<file path="config.mk">
export PLATFORM = sky130hd
export DESIGN_NAME = threshold_debounce_relay_trigger_core
export DESIGN_NICKNAME = d
export VERILOG_FILES = /design/src/hdl/tdrt_pkg.sv /design/src/hdl/threshold_debounce_relay_trigger_core.sv /design/src/hdl/tdrt_step.sv
export SDC_FILE = /design/constraint.sdc
export NUM_CORES = 1
export LEC_CHECK = 0
export ABC_AREA = 1
export BUFFER_PORTS_ARGS = -buffer_cell sky130_fd_sc_hd__buf_2
export CORE_MARGIN = 4
export CORE_UTILIZATION = 50
export CTS_CLUSTER_DIAMETER = 150
export CTS_CLUSTER_SIZE = 30
export DETAILED_ROUTE_END_ITERATION = 10
export HOLD_SLACK_MARGIN = 0.02
export PLACE_DENSITY = 0.67
export SLEW_MARGIN = 20
export SYNTH_ARGS = -nofsm -noshare
export SYNTH_HDL_FRONTEND = slang
export SYNTH_SLANG_ARGS = --single-unit
</file>
<file path="constraint.sdc">
create_clock -name clock -period 8.4 [get_ports clock]
set_clock_uncertainty 0.05 [all_clocks]
set_input_delay 1.68 -clock clock [delete_from_list [all_inputs] [get_ports clock]]
set_output_delay 1.68 -clock clock [all_outputs]
set_load 0.02 [all_outputs]
</file>
<file path="src/hdl/tdrt_pkg.sv">
package tdrt_pkg;

   localparam int unsigned BlinkDivider  = 100;
   localparam int unsigned StartupBlinks = 3;

   localparam int unsigned SAMPLE_W = 10;
   localparam int unsigned TIME_W   = 16;
   localparam int unsigned PHASE_W  = 3;
   localparam int unsigned BLINK_W  = 4;
   localparam int unsigned EVENT_W  = 2;
   localparam int unsigned CSR_AW   = 3;

   localparam logic [PHASE_W-1:0] PH_WAIT  = 3'd0;
   localparam logic [PHASE_W-1:0] PH_RUN   = 3'd1;
   localparam logic [PHASE_W-1:0] PH_PULSE = 3'd2;
   localparam logic [PHASE_W-1:0] PH_LIT   = 3'd3;
   localparam logic [PHASE_W-1:0] PH_DARK  = 3'd4;

   localparam logic [EVENT_W-1:0] EV_NONE   = 2'd0;
   localparam logic [EVENT_W-1:0] EV_ACCEPT = 2'd1;
   localparam logic [EVENT_W-1:0] EV_REJECT = 2'd2;

   localparam logic [CSR_AW-1:0] CSR_THRESHOLD     = 3'd0;
   localparam logic [CSR_AW-1:0] CSR_DEBOUNCE      = 3'd1;
   localparam logic [CSR_AW-1:0] CSR_HOLDOFF       = 3'd2;
   localparam logic [CSR_AW-1:0] CSR_PULSE         = 3'd3;
   localparam logic [CSR_AW-1:0] CSR_BLINK_OK      = 3'd4;
   localparam logic [CSR_AW-1:0] CSR_BLINK_ERR     = 3'd5;
   localparam logic [CSR_AW-1:0] CSR_STARTUP_DELAY = 3'd6;
   localparam logic [CSR_AW-1:0] CSR_STARTUP_BLINK = 3'd7;

   localparam logic [SAMPLE_W-1:0] RST_THRESHOLD     = 10'd700;
   localparam logic [TIME_W-1:0]   RST_DEBOUNCE      = 16'd500;
   localparam logic [TIME_W-1:0]   RST_HOLDOFF       = 16'd8000;
   localparam logic [TIME_W-1:0]   RST_PULSE         = 16'd500;
   localparam logic [TIME_W-1:0]   RST_BLINK_OK      = 16'd250;
   localparam logic [TIME_W-1:0]   RST_BLINK_ERR     = 16'd600;
   localparam logic [TIME_W-1:0]   RST_STARTUP_DELAY = 16'd3000;
   localparam logic [TIME_W-1:0]   RST_STARTUP_BLINK = 16'd100;

   localparam logic [BLINK_W-1:0] BLINK_MAX = {BLINK_W{1'b1}};
   localparam logic [TIME_W-1:0]  TIME_MAX  = {TIME_W{1'b1}};

   typedef struct packed {
      logic [SAMPLE_W-1:0] threshold;
      logic [TIME_W-1:0]   debounce_ms;
      logic [TIME_W-1:0]   holdoff_ms;
      logic [TIME_W-1:0]   pulse_ms;
      logic [TIME_W-1:0]   blink_ok_ms;
      logic [TIME_W-1:0]   blink_err_ms;
      logic [TIME_W-1:0]   startup_delay_ms;
      logic [TIME_W-1:0]   startup_blink_ms;
   } cfg_type;

   typedef struct packed {
      logic [PHASE_W-1:0] phase;
      logic [TIME_W-1:0]  phase_timer;
      logic [BLINK_W-1:0] blinks_left;
      logic [TIME_W-1:0]  blink_half_period;
      logic               last_reading;
      logic               debounced_level;
      logic [TIME_W-1:0]  since_change;
      logic [TIME_W-1:0]  since_command;
   } state_type;

   typedef struct packed {
      logic               relay_drive;
      logic               led_on;
      logic               accepting;
      logic [EVENT_W-1:0] event_res;
   } result_type;

   // Blink count of a command: sample divided by the divider, capped at the
   // counter limit. Each term is an independent compare against a constant.
   function automatic logic [BLINK_W-1:0] blink_count(input logic [SAMPLE_W-1:0] sample);
      logic [BLINK_W-1:0] cnt;
      cnt = '0;
      for (int k = 1; k <= int'(BLINK_MAX); k++) begin
         if (32'(sample) >= 32'(k * BlinkDivider)) begin
            cnt = cnt + 1'b1;
         end
      end
      return cnt;
   endfunction

   function automatic logic [TIME_W-1:0] at_least_one(input logic [TIME_W-1:0] v);
      return (v == '0) ? TIME_W'(1) : v;
   endfunction

endpackage

</file>
<file path="src/hdl/threshold_debounce_relay_trigger_core.sv">
// Threshold trigger with debounce, holdoff, relay pulse and LED blink codes.
// Each word on the req_ stream is one millisecond tick carrying a 10-bit
// sample; every accepted word yields exactly one word on the rsp_ stream with
// the relay level, LED level, whether the sample was evaluated and the event
// code of this tick.
// The csr_ port writes the eight timing and threshold registers; writes take
// effect on the next clock edge and are meant for idle periods only.
// The result of a word accepted at one edge is valid after that edge. Throughput
// is one word per cycle while the receiver takes results; the whole tick update is
// one pass of compare and counter logic into the state and result registers.
// The output register decouples the two sides: req_tready stays high while the
// result register is empty or being taken in the same cycle, so a stalled
// receiver holds one result and pauses the input after that.
// Synchronous reset restores all register defaults, starts the dark startup
// wait and empties the result register.
module threshold_debounce_relay_trigger_core (
   input  logic                          clock,
   input  logic                          reset,
   input  logic                          req_tvalid,
   output logic                          req_tready,
   input  logic [15:0]                   req_tdata,   // [9:0] sample
   output logic                          rsp_tvalid,
   input  logic                          rsp_tready,
   output logic [7:0]                    rsp_tdata,   // [0] relay_drive, [1] led_on,
                                                      // [2] accepting, [4:3] event_res
   input  logic                          csr_we,
   input  logic [tdrt_pkg::CSR_AW-1:0]   csr_addr,
   input  logic [tdrt_pkg::TIME_W-1:0]   csr_wdata
);
   import tdrt_pkg::*;

   cfg_type    cfg_ff;
   state_type  state_ff;
   state_type  state_in;
   result_type result_in;
   result_type rsp_data_ff;
   logic       rsp_valid_ff;
   logic       req_accept;

   assign req_tready = !rsp_valid_ff || rsp_tready;
   assign req_accept = req_tvalid && req_tready;

   tdrt_step u_step (
      .state_cur (state_ff),
      .cfg       (cfg_ff),
      .sample    (req_tdata[SAMPLE_W-1:0]),
      .state_nxt (state_in),
      .result    (result_in)
   );

   always_ff @(posedge clock) begin
      if (reset) begin
         cfg_ff.threshold        <= RST_THRESHOLD;
         cfg_ff.debounce_ms      <= RST_DEBOUNCE;
         cfg_ff.holdoff_ms       <= RST_HOLDOFF;
         cfg_ff.pulse_ms         <= RST_PULSE;
         cfg_ff.blink_ok_ms      <= RST_BLINK_OK;
         cfg_ff.blink_err_ms     <= RST_BLINK_ERR;
         cfg_ff.startup_delay_ms <= RST_STARTUP_DELAY;
         cfg_ff.startup_blink_ms <= RST_STARTUP_BLINK;
      end else if (csr_we) begin
         unique case (csr_addr)
            CSR_THRESHOLD:     cfg_ff.threshold        <= csr_wdata[SAMPLE_W-1:0];
            CSR_DEBOUNCE:      cfg_ff.debounce_ms      <= csr_wdata;
            CSR_HOLDOFF:       cfg_ff.holdoff_ms       <= csr_wdata;
            CSR_PULSE:         cfg_ff.pulse_ms         <= csr_wdata;
            CSR_BLINK_OK:      cfg_ff.blink_ok_ms      <= csr_wdata;
            CSR_BLINK_ERR:     cfg_ff.blink_err_ms     <= csr_wdata;
            CSR_STARTUP_DELAY: cfg_ff.startup_delay_ms <= csr_wdata;
            CSR_STARTUP_BLINK: cfg_ff.startup_blink_ms <= csr_wdata;
            default: begin
            end
         endcase
      end
   end

   always_ff @(posedge clock) begin
      if (reset) begin
         state_ff.phase             <= PH_WAIT;
         state_ff.phase_timer       <= '0;
         state_ff.blinks_left       <= BLINK_W'(StartupBlinks);
         state_ff.blink_half_period <= RST_STARTUP_BLINK;
         state_ff.last_reading      <= 1'b0;
         state_ff.debounced_level   <= 1'b0;
         state_ff.since_change      <= '0;
         state_ff.since_command     <= '0;
         rsp_valid_ff               <= 1'b0;
      end else begin
         if (req_accept) begin
            state_ff     <= state_in;
            rsp_valid_ff <= 1'b1;
         end else if (rsp_tready) begin
            rsp_valid_ff <= 1'b0;
         end
      end
   end

   always_ff @(posedge clock) begin
      if (req_accept) begin
         rsp_data_ff <= result_in;
      end
   end

   assign rsp_tvalid = rsp_valid_ff;
   assign rsp_tdata  = {3'b000, rsp_data_ff.event_res, rsp_data_ff.accepting,
                        rsp_data_ff.led_on, rsp_data_ff.relay_drive};

endmodule

</file>
<file path="src/hdl/tdrt_step.sv">
module tdrt_step (
   input  tdrt_pkg::state_type                  state_cur,
   input  tdrt_pkg::cfg_type                    cfg,
   input  logic [tdrt_pkg::SAMPLE_W-1:0]        sample,
   output tdrt_pkg::state_type                  state_nxt,
   output tdrt_pkg::result_type                 result
);
   import tdrt_pkg::*;

   state_type        s;
   logic             reading;
   logic [TIME_W:0]  tmr_inc;
   logic [TIME_W-1:0] pulse_len;
   logic [TIME_W-1:0] half_len;

   always_comb begin
      s         = state_cur;
      reading   = (sample > cfg.threshold);
      pulse_len = at_least_one(cfg.pulse_ms);
      result    = '{relay_drive: 1'b0, led_on: 1'b0, accepting: 1'b0, event_res: EV_NONE};

      if (s.phase == PH_WAIT && s.phase_timer >= cfg.startup_delay_ms) begin
         s.blinks_left       = BLINK_W'(StartupBlinks);
         s.blink_half_period = cfg.startup_blink_ms;
         s.phase_timer       = '0;
         s.phase             = (StartupBlinks != 0) ? PH_LIT : PH_RUN;
      end

      if (s.phase == PH_RUN) begin
         result.accepting = 1'b1;
         if (reading != s.last_reading) begin
            s.since_change = '0;
         end
         if (s.since_change > cfg.debounce_ms && reading != s.debounced_level) begin
            s.debounced_level = reading;
            if (reading) begin
               if (s.since_command > cfg.holdoff_ms) begin
                  result.event_res    = EV_ACCEPT;
                  s.since_command     = '0;
                  s.blinks_left       = blink_count(sample);
                  s.blink_half_period = cfg.blink_ok_ms;
                  s.phase_timer       = '0;
                  s.phase             = PH_PULSE;
               end else begin
                  result.event_res    = EV_REJECT;
                  s.blinks_left       = BLINK_W'(1);
                  s.blink_half_period = cfg.blink_err_ms;
                  s.phase_timer       = '0;
                  s.phase             = PH_LIT;
               end
            end
         end
         s.last_reading = reading;
      end

      // One bit wider so a timer that outran a shortened length still ends.
      tmr_inc  = {1'b0, s.phase_timer} + 1'b1;
      half_len = at_least_one(s.blink_half_period);

      case (s.phase)
         PH_WAIT: begin
            s.phase_timer = tmr_inc[TIME_W-1:0];
         end
         PH_PULSE: begin
            result.relay_drive = 1'b1;
            if (tmr_inc >= {1'b0, pulse_len}) begin
               s.phase_timer = '0;
               s.phase       = (s.blinks_left != '0) ? PH_LIT : PH_RUN;
            end else begin
               s.phase_timer = tmr_inc[TIME_W-1:0];
            end
         end
         PH_LIT: begin
            result.led_on = 1'b1;
            if (tmr_inc >= {1'b0, half_len}) begin
               s.phase_timer = '0;
               s.phase       = PH_DARK;
            end else begin
               s.phase_timer = tmr_inc[TIME_W-1:0];
            end
         end
         PH_DARK: begin
            if (tmr_inc >= {1'b0, half_len}) begin
               s.phase_timer = '0;
               if (s.blinks_left != '0) begin
                  s.blinks_left = s.blinks_left - 1'b1;
               end
               s.phase = (s.blinks_left != '0) ? PH_LIT : PH_RUN;
            end else begin
               s.phase_timer = tmr_inc[TIME_W-1:0];
            end
         end
         default: begin
         end
      endcase

      if (s.since_change != TIME_MAX) begin
         s.since_change = s.since_change + 1'b1;
      end
      if (s.since_command != TIME_MAX) begin
         s.since_command = s.since_command + 1'b1;
      end

      state_nxt = s;
   end

endmodule
</file>
==> report_table.html, run 1 <==
<table>
<tr><th>Metric</th><th>Value</th></tr>
<tr><th colspan="2">Setup path</th></tr>
<tr><td>Stage delay of the slowest cell on the critical path</td><td>0.33 ns</td></tr>
<tr><td>Highest fanout seen on the critical path</td><td>17</td></tr>
<tr><td>Kind of cell adding the most delay to the critical path</td><td>simple AND/OR/NAND/NOR gates</td></tr>
<tr><td>Number of cells on the critical path</td><td>41</td></tr>
<tr><td>Data required time of the critical path</td><td>8.71 ns</td></tr>
<tr><td>Endpoint class of the critical path</td><td>flip-flop</td></tr>
<tr><td>R2R cell count</td><td>41</td></tr>
<tr><td>Number of buffers and inverters on the critical path</td><td>4</td></tr>
<tr><td>Arrival time of the worst setup path</td><td>7.94 ns</td></tr>
<tr><td>Critical path type</td><td>in -&gt; reg</td></tr>
<tr><td>CP dominant cell by count</td><td>sky130_fd_sc_hd__nand2_1</td></tr>
<tr><td>Element type at the critical path start</td><td>primary input</td></tr>
<tr><td>Critical Path Slowest Stage Cell</td><td>sky130_fd_sc_hd__ha_1</td></tr>
<tr><th colspan="2">Flow run</th></tr>
<tr><td>Max-cap viol count</td><td>0</td></tr>
<tr><th colspan="2">Die</th></tr>
<tr><td>Initial core utilization</td><td>51.3%</td></tr>
<tr><td>Num ports</td><td>50</td></tr>
<tr><td>Die ar.</td><td>27800 um2</td></tr>
<tr><td>Die Span Y</td><td>167 um</td></tr>
<tr><td>Row cnt</td><td>57</td></tr>
<tr><td>Die Width</td><td>167 um</td></tr>
<tr><td>Placeable core region</td><td>24500 um2</td></tr>
<tr><th colspan="2">STA</th></tr>
<tr><td>Slew Viols, Final</td><td>0</td></tr>
<tr><td>Actual transition at the worst max-transition pin</td><td>1.08 ns</td></tr>
<tr><td>Total of endpoints with negative setup slack in the final report</td><td>0</td></tr>
<tr><td>Fin crit period</td><td>7.63 ns</td></tr>
<tr><td>FMAX</td><td>0.131 GHz</td></tr>
<tr><td>Unrepaired setup endpoints after global routing</td><td>no</td></tr>
<tr><td>Relative max-transition margin</td><td>28.1%</td></tr>
<tr><td>Setup total negative slack</td><td>0 ns</td></tr>
<tr><td>Fin. Hold Viols</td><td>0</td></tr>
<tr><td>Crit share post-route</td><td>90.8%</td></tr>
<tr><th colspan="2">Cells and area</th></tr>
<tr><td>Synthesis-to-finish area growth</td><td>6.76%</td></tr>
<tr><td>Number of filler instances in the final layout</td><td>2419</td></tr>
<tr><td>Number of nets in the layout</td><td>1967</td></tr>
<tr><td>Storage cell area</td><td>4070 um2</td></tr>
<tr><td>Area taken by multi-input logic gates</td><td>7310 um2</td></tr>
<tr><td># diodes</td><td>0</td></tr>
<tr><td>Post-route non-filler standard cell count</td><td>2152</td></tr>
<tr><td>Ratio of cells with drive above 1 in the final layout</td><td>10.3%</td></tr>
<tr><th colspan="2">Drt</th></tr>
<tr><td>Total number of vias</td><td>11858</td></tr>
<tr><td>Mean routed wirelength per cell</td><td>16.1 um</td></tr>
<tr><td>DRC violations left</td><td>0</td></tr>
<tr><td>Number of detailed-route iterations in the first pass</td><td>5</td></tr>
<tr><td>Detail-routed via count per cell</td><td>5.51</td></tr>
<tr><td>Aggregate routed wire length</td><td>34600 um</td></tr>
<tr><td>DRC violation total after the first TritonRoute iteration</td><td>843</td></tr>
<tr><td>Number of antenna-violating nets in the routed design</td><td>0</td></tr>
<tr><th colspan="2">Synthesis</th></tr>
<tr><td>Number of distinct library cells after synthesis</td><td>61</td></tr>
<tr><td>Post-synthesis instance area</td><td>12600 um2</td></tr>
<tr><td>Post-Syn Instances</td><td>1810</td></tr>
<tr><td>Syn avg cell area</td><td>6.96 um2</td></tr>
<tr><td>Largest area contributor in the synthesized netlist</td><td>sky130_fd_sc_hd__dfxtp_1</td></tr>
<tr><td>Top flip-flop cell by instance count after synthesis</td><td>sky130_fd_sc_hd__dfxtp_1</td></tr>
<tr><td>Number of warnings issued by yosys</td><td>0</td></tr>
<tr><td>Sequential fraction of the synthesis area</td><td>32.3%</td></tr>
<tr><td>Post-synth ARST share</td><td>0%</td></tr>
<tr><td>Area share of the largest cell type after synthesis</td><td>31.2%</td></tr>
<tr><td>Largest cells by area after synthesis</td><td>sky130_fd_sc_hd__dfxtp_1, sky130_fd_sc_hd__ha_1, sky130_fd_sc_hd__nand2_1</td></tr>
<tr><td>Number of enable-type register cells in the synthesized netlist</td><td>5</td></tr>
<tr><td>Seq cells post-synth</td><td>201</td></tr>
<tr><th colspan="2">GRT</th></tr>
<tr><td>Largest net degree at the start of global routing</td><td>117</td></tr>
<tr><td>Vias in the first global route</td><td>11286</td></tr>
<tr><td>Global-route wire length before repair</td><td>56700 um</td></tr>
<tr><td>Routing usage on met3</td><td>2.89%</td></tr>
<tr><td>Overflow after GRT</td><td>0</td></tr>
<tr><td>Global routing met1 resource utilization</td><td>33.8%</td></tr>
<tr><td>Overall fraction of global-route tracks in use</td><td>24.2%</td></tr>
<tr><td>Global route hottest layer</td><td>met2</td></tr>
<tr><td>Global routing met2 resource utilization</td><td>40.7%</td></tr>
<tr><td>Number of antenna violations at the first check in global routing</td><td>2</td></tr>
<tr><th colspan="2">Power and ir drop</th></tr>
<tr><td>Seq pwr share</td><td>46.3%</td></tr>
<tr><td>Switching power summed over all nets</td><td>765 uW</td></tr>
<tr><td>Combinational cell fraction of total power</td><td>27.9%</td></tr>
<tr><td>Cell Int Power</td><td>1460 uW</td></tr>
<tr><td>Clock network fraction of total power</td><td>25.8%</td></tr>
<tr><td>Total power divided by cell area</td><td>165 nW/um2</td></tr>
<tr><td>LEAKAGE</td><td>0.00605 uW</td></tr>
<tr><td>Switching part of the total power</td><td>34.4%</td></tr>
<tr><td>Peak supply drop</td><td>0.000135 V</td></tr>
<tr><th colspan="2">Clocking</th></tr>
<tr><td>Buffers inserted by post-CTS timing repair</td><td>0</td></tr>
<tr><td>Clock slew seen by the registers of the worst setup and hold paths</td><td>0.12 ns</td></tr>
<tr><td>Clock tree from TritonCTS</td><td>done</td></tr>
<tr><td>Total CTS buffers</td><td>10</td></tr>
<tr><td>Total number of clock tree sinks</td><td>201</td></tr>
<tr><td>Total number of H-tree levels</td><td>1</td></tr>
<tr><td>Post-cts sizing count</td><td>0</td></tr>
<tr><td>Buffer type at the clock tree root</td><td>sky130_fd_sc_hd__clkbuf_16</td></tr>
<tr><td>Number of buffers inserted for hold repair after clock tree synthesis</td><td>0</td></tr>
<tr><td>Clock Latency Late Sink</td><td>0.49 ns</td></tr>
<tr><td>Buffer depth of the longest clock path</td><td>3</td></tr>
<tr><th colspan="2">Placed design</th></tr>
<tr><td>Final RePlAce weighted congestion</td><td>0.901</td></tr>
<tr><td>Placed insts</td><td>2137</td></tr>
<tr><td>HPWL after DPL</td><td>24900 um</td></tr>
<tr><td>Number of I/O port buffers</td><td>40</td></tr>
<tr><th colspan="2">Min path</th></tr>
<tr><td>Number of cells on the worst hold path</td><td>2</td></tr>
<tr><td>Path category of the worst min-delay check</td><td>reg -&gt; reg</td></tr>
<tr><th colspan="2">Run status</th></tr>
<tr><td>Result of the run</td><td>completed</td></tr>
</table>
path summary, 6_finish.rpt:
check	from	endpoint	slack, ns
setup reg to reg	cfg_ff[121]$_SDFFE_PP1P_	state_ff[54]$_SDFFE_PP0P_	1.77
hold / removal	cfg_ff[29]$_SDFFE_PP0P_	cfg_ff[29]$_SDFFE_PP0P_	0.42
hold reg to reg	cfg_ff[29]$_SDFFE_PP0P_	cfg_ff[29]$_SDFFE_PP0P_	0.42
setup / recovery	req_tdata[9]	state_ff[54]$_SDFFE_PP0P_	0.77
power by group through the flow:
stage | Clock [uW] | Sequential, uW | Combinational (uW)
global route | 615 | 1030 | 700
detailed placement | 0 | 1050 | 615
finish | 573 | 1030 | 620
floorplan | 0 | 1050 | 433
CTS | 584 | 1030 | 618
global placement | 0 | 1050 | 600
state kept, by name (all words and copies together), names as in the netlist:
name / count
cfg_ff: 122
rsp_tdata: 5
rsp_tvalid: 1
state_ff: 73
metal layers:
metal  routed length [um]  vias to the layer above
li1                     -                     6079
met1                16400                     5484
met2                15800                      256
met3                 1810                       39
met4                  648                        0
met5                    0                        -
synth_stat cells, types with 30 or more instances:
| cell type | instances |
|---|---|
| sky130_fd_sc_hd__o211ai_1 | 38 |
| sky130_fd_sc_hd__nor2_1 | 192 |
| sky130_fd_sc_hd__ha_1 | 102 |
| sky130_fd_sc_hd__nor3_1 | 30 |
| sky130_fd_sc_hd__clkbuf_1 | 56 |
| sky130_fd_sc_hd__nand3_1 | 93 |
| sky130_fd_sc_hd__nand4_1 | 31 |
| sky130_fd_sc_hd__dfxtp_1 | 196 |
| sky130_fd_sc_hd__inv_1 | 216 |
| sky130_fd_sc_hd__a21oi_1 | 169 |
| sky130_fd_sc_hd__o21ai_0 | 150 |
| sky130_fd_sc_hd__nand2_1 | 324 |
cells by family after synthesis:
family	share of synthesized area [%]
other cells	0.0298
fa+ha+maj	10.1
simple gates	27.6
compound gates	18.6
xor+xnor	1.54
buf+inv	9.74
flops	32.3
layout make-up:
class / instances / area share, %
clock buffers: 14 / 2.13
clock inverters: 1 / 0.0837
inverters: 238 / 6.66
multi-input cells: 1300 / 54.3
flip-flops and latches: 201 / 30.3
well taps: 324 / 3.01
repair buffers: 74 / 3.48
through the flow:
step           utilization, %  setup WS (ns)  power (uW)  area [um2]  hold slack, ns
2_1_floorplan               -           1.24        1480       12600           0.379
3_3_place_gp             53.6          0.358        1650       13100           0.390
3_5_place_dp             53.6          0.313        1670       13200           0.398
4_1_cts                  54.8          0.790        2230       13400           0.420
5_1_grt                  54.8          0.104        2350       13400           0.447
6_report                 54.8          0.773        2220       13400           0.417
layout by cell type (no fill, tap or decap), types with 29 or more instances in the layout:
master	count
sky130_fd_sc_hd__buf_2	40
sky130_fd_sc_hd__o211ai_1	38
sky130_fd_sc_hd__nand4_1	31
sky130_fd_sc_hd__o21ai_0	150
sky130_fd_sc_hd__dfxtp_1	196
sky130_fd_sc_hd__nand2_2	29
sky130_fd_sc_hd__nor2_1	191
sky130_fd_sc_hd__ha_1	102
sky130_fd_sc_hd__inv_1	214
sky130_fd_sc_hd__nand3_1	93
sky130_fd_sc_hd__nor3_1	30
sky130_fd_sc_hd__buf_4	33
sky130_fd_sc_hd__nand2_1	323
sky130_fd_sc_hd__a21oi_1	169
worst min-delay path, stage by stage, from the launching register on:
cell and delay, ns:
sky130_fd_sc_hd__dfxtp_1 0.31, sky130_fd_sc_hd__inv_1 0.06, sky130_fd_sc_hd__a21oi_1 0.06
Power figures use the tool's default switching activity.
==> run 2, diff against run 1 <==
CORE_UTILIZATION = 29   (was 50)
PLACE_DENSITY = unset   (was 0.67)
==> run 2 against run 1 <==
- worst setup slack worse by 0.12 ns
- die area rose by 68%
- flip-flop and latch count is the same
- non-clock buffer count is 5 higher
- routed wire length increased by 5.2%
- cell area up 2.6%
- critical endpoint is now state_ff[53]$_SDFFE_PP0P_
- largest cell class unchanged
==> report_table.html, run 2 (same netlist as run 1, synthesis figures left out) <==
<table>
<tr><th>Metric</th><th>Value</th></tr>
<tr><th colspan="2">Cells and area</th></tr>
<tr><td>Synthesis-to-finish area growth</td><td>9.55%</td></tr>
<tr><td>Top register by number of flip-flops</td><td>cfg_ff</td></tr>
<tr><td>Leading cell type in the layout, fill and taps excluded</td><td>sky130_fd_sc_hd__nand2_1</td></tr>
<tr><td>Area taken by multi-input logic gates</td><td>7310 um2</td></tr>
<tr><td>Number of nets in the layout</td><td>1972</td></tr>
<tr><td>Storage cell area</td><td>4070 um2</td></tr>
<tr><td>Number of filler instances in the final layout</td><td>4680</td></tr>
<tr><td># diodes</td><td>0</td></tr>
<tr><td>Post-route non-filler standard cell count</td><td>2417</td></tr>
<tr><td>Commonest cells after routing, fill and taps aside</td><td>sky130_fd_sc_hd__nand2_1, sky130_fd_sc_hd__inv_1, sky130_fd_sc_hd__dfxtp_1</td></tr>
<tr><td>Flip-flop count of the largest register after layout</td><td>122</td></tr>
<tr><td>Ratio of cells with drive above 1 in the final layout</td><td>10.6%</td></tr>
<tr><th colspan="2">Setup path</th></tr>
<tr><td>Element type at the critical path start</td><td>primary input</td></tr>
<tr><td>Arrival time of the worst setup path</td><td>8.05 ns</td></tr>
<tr><td>Endpoint class of the critical path</td><td>flip-flop</td></tr>
<tr><td>Kind of cell adding the most delay to the critical path</td><td>simple AND/OR/NAND/NOR gates</td></tr>
<tr><td>CP dominant cell by count</td><td>sky130_fd_sc_hd__nand2_1</td></tr>
<tr><td>Highest fanout seen on the critical path</td><td>17</td></tr>
<tr><td>Stage delay of the slowest cell on the critical path</td><td>0.43 ns</td></tr>
<tr><td>Reg2Reg Launch Point</td><td>cfg_ff[117]$_SDFFE_PP1P_</td></tr>
<tr><td>Critical path type</td><td>in -&gt; reg</td></tr>
<tr><td>Data required time of the critical path</td><td>8.70 ns</td></tr>
<tr><td>Worst setup path start</td><td>req_tdata[7]</td></tr>
<tr><td>Number of buffers and inverters on the critical path</td><td>5</td></tr>
<tr><td>Critical Path Slowest Stage Cell</td><td>sky130_fd_sc_hd__xor2_4</td></tr>
<tr><th colspan="2">Placed design</th></tr>
<tr><td>HPWL after DPL</td><td>25900 um</td></tr>
<tr><td>Post-Place Setup Slack</td><td>0.256 ns</td></tr>
<tr><td>Final RePlAce weighted congestion</td><td>0.869</td></tr>
<tr><td>Number of I/O port buffers</td><td>40</td></tr>
<tr><td>Placed insts</td><td>2403</td></tr>
<tr><th colspan="2">Clocking</th></tr>
<tr><td>Buffers inserted by post-CTS timing repair</td><td>0</td></tr>
<tr><td>Buffer depth of the longest clock path</td><td>3</td></tr>
<tr><td>Total number of H-tree levels</td><td>1</td></tr>
<tr><td>Clock tree from TritonCTS</td><td>done</td></tr>
<tr><td>Clock slew seen by the registers of the worst setup and hold paths</td><td>0.12 ns</td></tr>
<tr><td>Post-cts sizing count</td><td>0</td></tr>
<tr><td>Total CTS buffers</td><td>10</td></tr>
<tr><td>Total number of clock tree sinks</td><td>201</td></tr>
<tr><td>Clock Latency Late Sink</td><td>0.49 ns</td></tr>
<tr><td>Number of buffers inserted for hold repair after clock tree synthesis</td><td>0</td></tr>
<tr><td>Buffer type at the clock tree root</td><td>sky130_fd_sc_hd__clkbuf_16</td></tr>
<tr><th colspan="2">STA</th></tr>
<tr><td>Final Worst Setup Slack</td><td>0.656 ns</td></tr>
<tr><td>Crit share post-route</td><td>92.2%</td></tr>
<tr><td>Actual transition at the worst max-transition pin</td><td>1.10 ns</td></tr>
<tr><td>Total of endpoints with negative setup slack in the final report</td><td>0</td></tr>
<tr><td>Fin. Hold Viols</td><td>0</td></tr>
<tr><td>FMAX</td><td>0.129 GHz</td></tr>
<tr><td>Fin crit period</td><td>7.74 ns</td></tr>
<tr><td>Relative max-transition margin</td><td>26.6%</td></tr>
<tr><td>Setup total negative slack</td><td>0 ns</td></tr>
<tr><td>Slew Viols, Final</td><td>0</td></tr>
<tr><td>Unrepaired setup endpoints after global routing</td><td>no</td></tr>
<tr><th colspan="2">GRT</th></tr>
<tr><td>Vias in the first global route</td><td>11201</td></tr>
<tr><td>Overall fraction of global-route tracks in use</td><td>15.0%</td></tr>
<tr><td>Overflow after GRT</td><td>0</td></tr>
<tr><td>Largest net degree at the start of global routing</td><td>115</td></tr>
<tr><td>Global-route wire length before repair</td><td>58200 um</td></tr>
<tr><td>Number of antenna violations at the first check in global routing</td><td>0</td></tr>
<tr><th colspan="2">Drt</th></tr>
<tr><td>Aggregate routed wire length</td><td>36400 um</td></tr>
<tr><td>Total number of vias</td><td>11972</td></tr>
<tr><td>Detail-routed via count per cell</td><td>4.95</td></tr>
<tr><td>DRC violations left</td><td>0</td></tr>
<tr><td>Number of antenna-violating nets in the routed design</td><td>0</td></tr>
<tr><td>Number of detailed-route iterations in the first pass</td><td>5</td></tr>
<tr><td>Mean routed wirelength per cell</td><td>15.1 um</td></tr>
<tr><td>DRC violation total after the first TritonRoute iteration</td><td>758</td></tr>
<tr><th colspan="2">Power and ir drop</th></tr>
<tr><td>Total power divided by cell area</td><td>161 nW/um2</td></tr>
<tr><td>Peak supply drop</td><td>0.000103 V</td></tr>
<tr><td>LEAKAGE</td><td>0.00607 uW</td></tr>
<tr><th colspan="2">Run status</th></tr>
<tr><td>Result of the run</td><td>completed</td></tr>
<tr><th colspan="2">Die</th></tr>
<tr><td>Die Span Y</td><td>216 um</td></tr>
<tr><td>Initial core utilization</td><td>29.3%</td></tr>
<tr><td>Row cnt</td><td>76</td></tr>
<tr><td>Num ports</td><td>50</td></tr>
<tr><td>Die Width</td><td>216 um</td></tr>
<tr><td>Placeable core region</td><td>43000 um2</td></tr>
<tr><td>Die ar.</td><td>46800 um2</td></tr>
<tr><th colspan="2">Min path</th></tr>
<tr><td>Min-delay src</td><td>cfg_ff[118]$_SDFFE_PP0P_</td></tr>
<tr><td>Path category of the worst min-delay check</td><td>reg -&gt; reg</td></tr>
<tr><th colspan="2">Flow run</th></tr>
<tr><td>Max-cap viol count</td><td>0</td></tr>
</table>
-- run 2: changes by cell type in the layout (fill, tap and decap cells not counted) --
| cell | delta |
|---|---|
| sky130_fd_sc_hd__clkbuf_1 | -1 |
| sky130_fd_sc_hd__buf_12 | -1 |
| sky130_fd_sc_hd__nor2_1 | -1 |
| sky130_fd_sc_hd__nor2_2 | +1 |
| sky130_fd_sc_hd__buf_4 | +6 |
-- run 2: layout make-up --
| class | count | area share (%) |
|---|---|---|
| Multi-Input combinational cell | 1300 | 53.0 |
| Sequential cell | 201 | 29.5 |
| Timing Repair Buffer | 79 | 3.57 |
| Clock inverter | 1 | 0.0816 |
| Tap cell | 585 | 5.30 |
| Inverter | 238 | 6.49 |
| Clock buffer | 13 | 2.05 |
-- run 2: power by group --
group	switching (uW)	total, uW	internal (uW)
Sequential	27.9	1030	1000
Clock	327	572	244
Combinational	415	627	212
-- run 2: path summary, 6_finish.rpt --
| kind | slack, ns | cells after the start | to |
|---|---|---|---|
| setup / recovery | 0.66 | 41 | state_ff[53]$_SDFFE_PP0P_ |
| hold / removal | 0.42 | 2 | cfg_ff[118]$_SDFFE_PP0P_ |
| setup reg to reg | 1.62 | 41 | state_ff[53]$_SDFFE_PP0P_ |
| hold reg to reg | 0.42 | 2 | cfg_ff[118]$_SDFFE_PP0P_ |
-- run 2: worst reg2reg max path: cells and delay by family, from the launching register on --
family                     cells  cell delay [ns]
DFF                            1             0.32
buffers and inverters          5             0.50
xor gates and xnor gates       2             0.74
AOI/OAI and AO/OA             10             1.47
adders and majority gates      4             1.10
and+or+nand+nor               20             2.50
-- run 2: through the flow --
stage / hold slack [ns] / power, uW / instance area [um2] / util, %
final: 0.420 / 2230 / 13800 / 32.1
after global routing: 0.439 / 2360 / 13800 / 32.1
after CTS: 0.423 / 2240 / 13800 / 32.1
after detailed placement: 0.394 / 1670 / 13500 / 31.4
after global placement: 0.389 / 1660 / 13500 / 31.4
after floorplan: 0.379 / 1480 / 12600 / -
-- run 2: layer usage --
layer	track usage [%]	wire length, um	vias to the layer above
met2	25.3	16500	316
met1	20.5	17200	5529
met5	0	0	-
met3	1.57	1920	48
met4	3.78	805	0
li1	-	-	6079
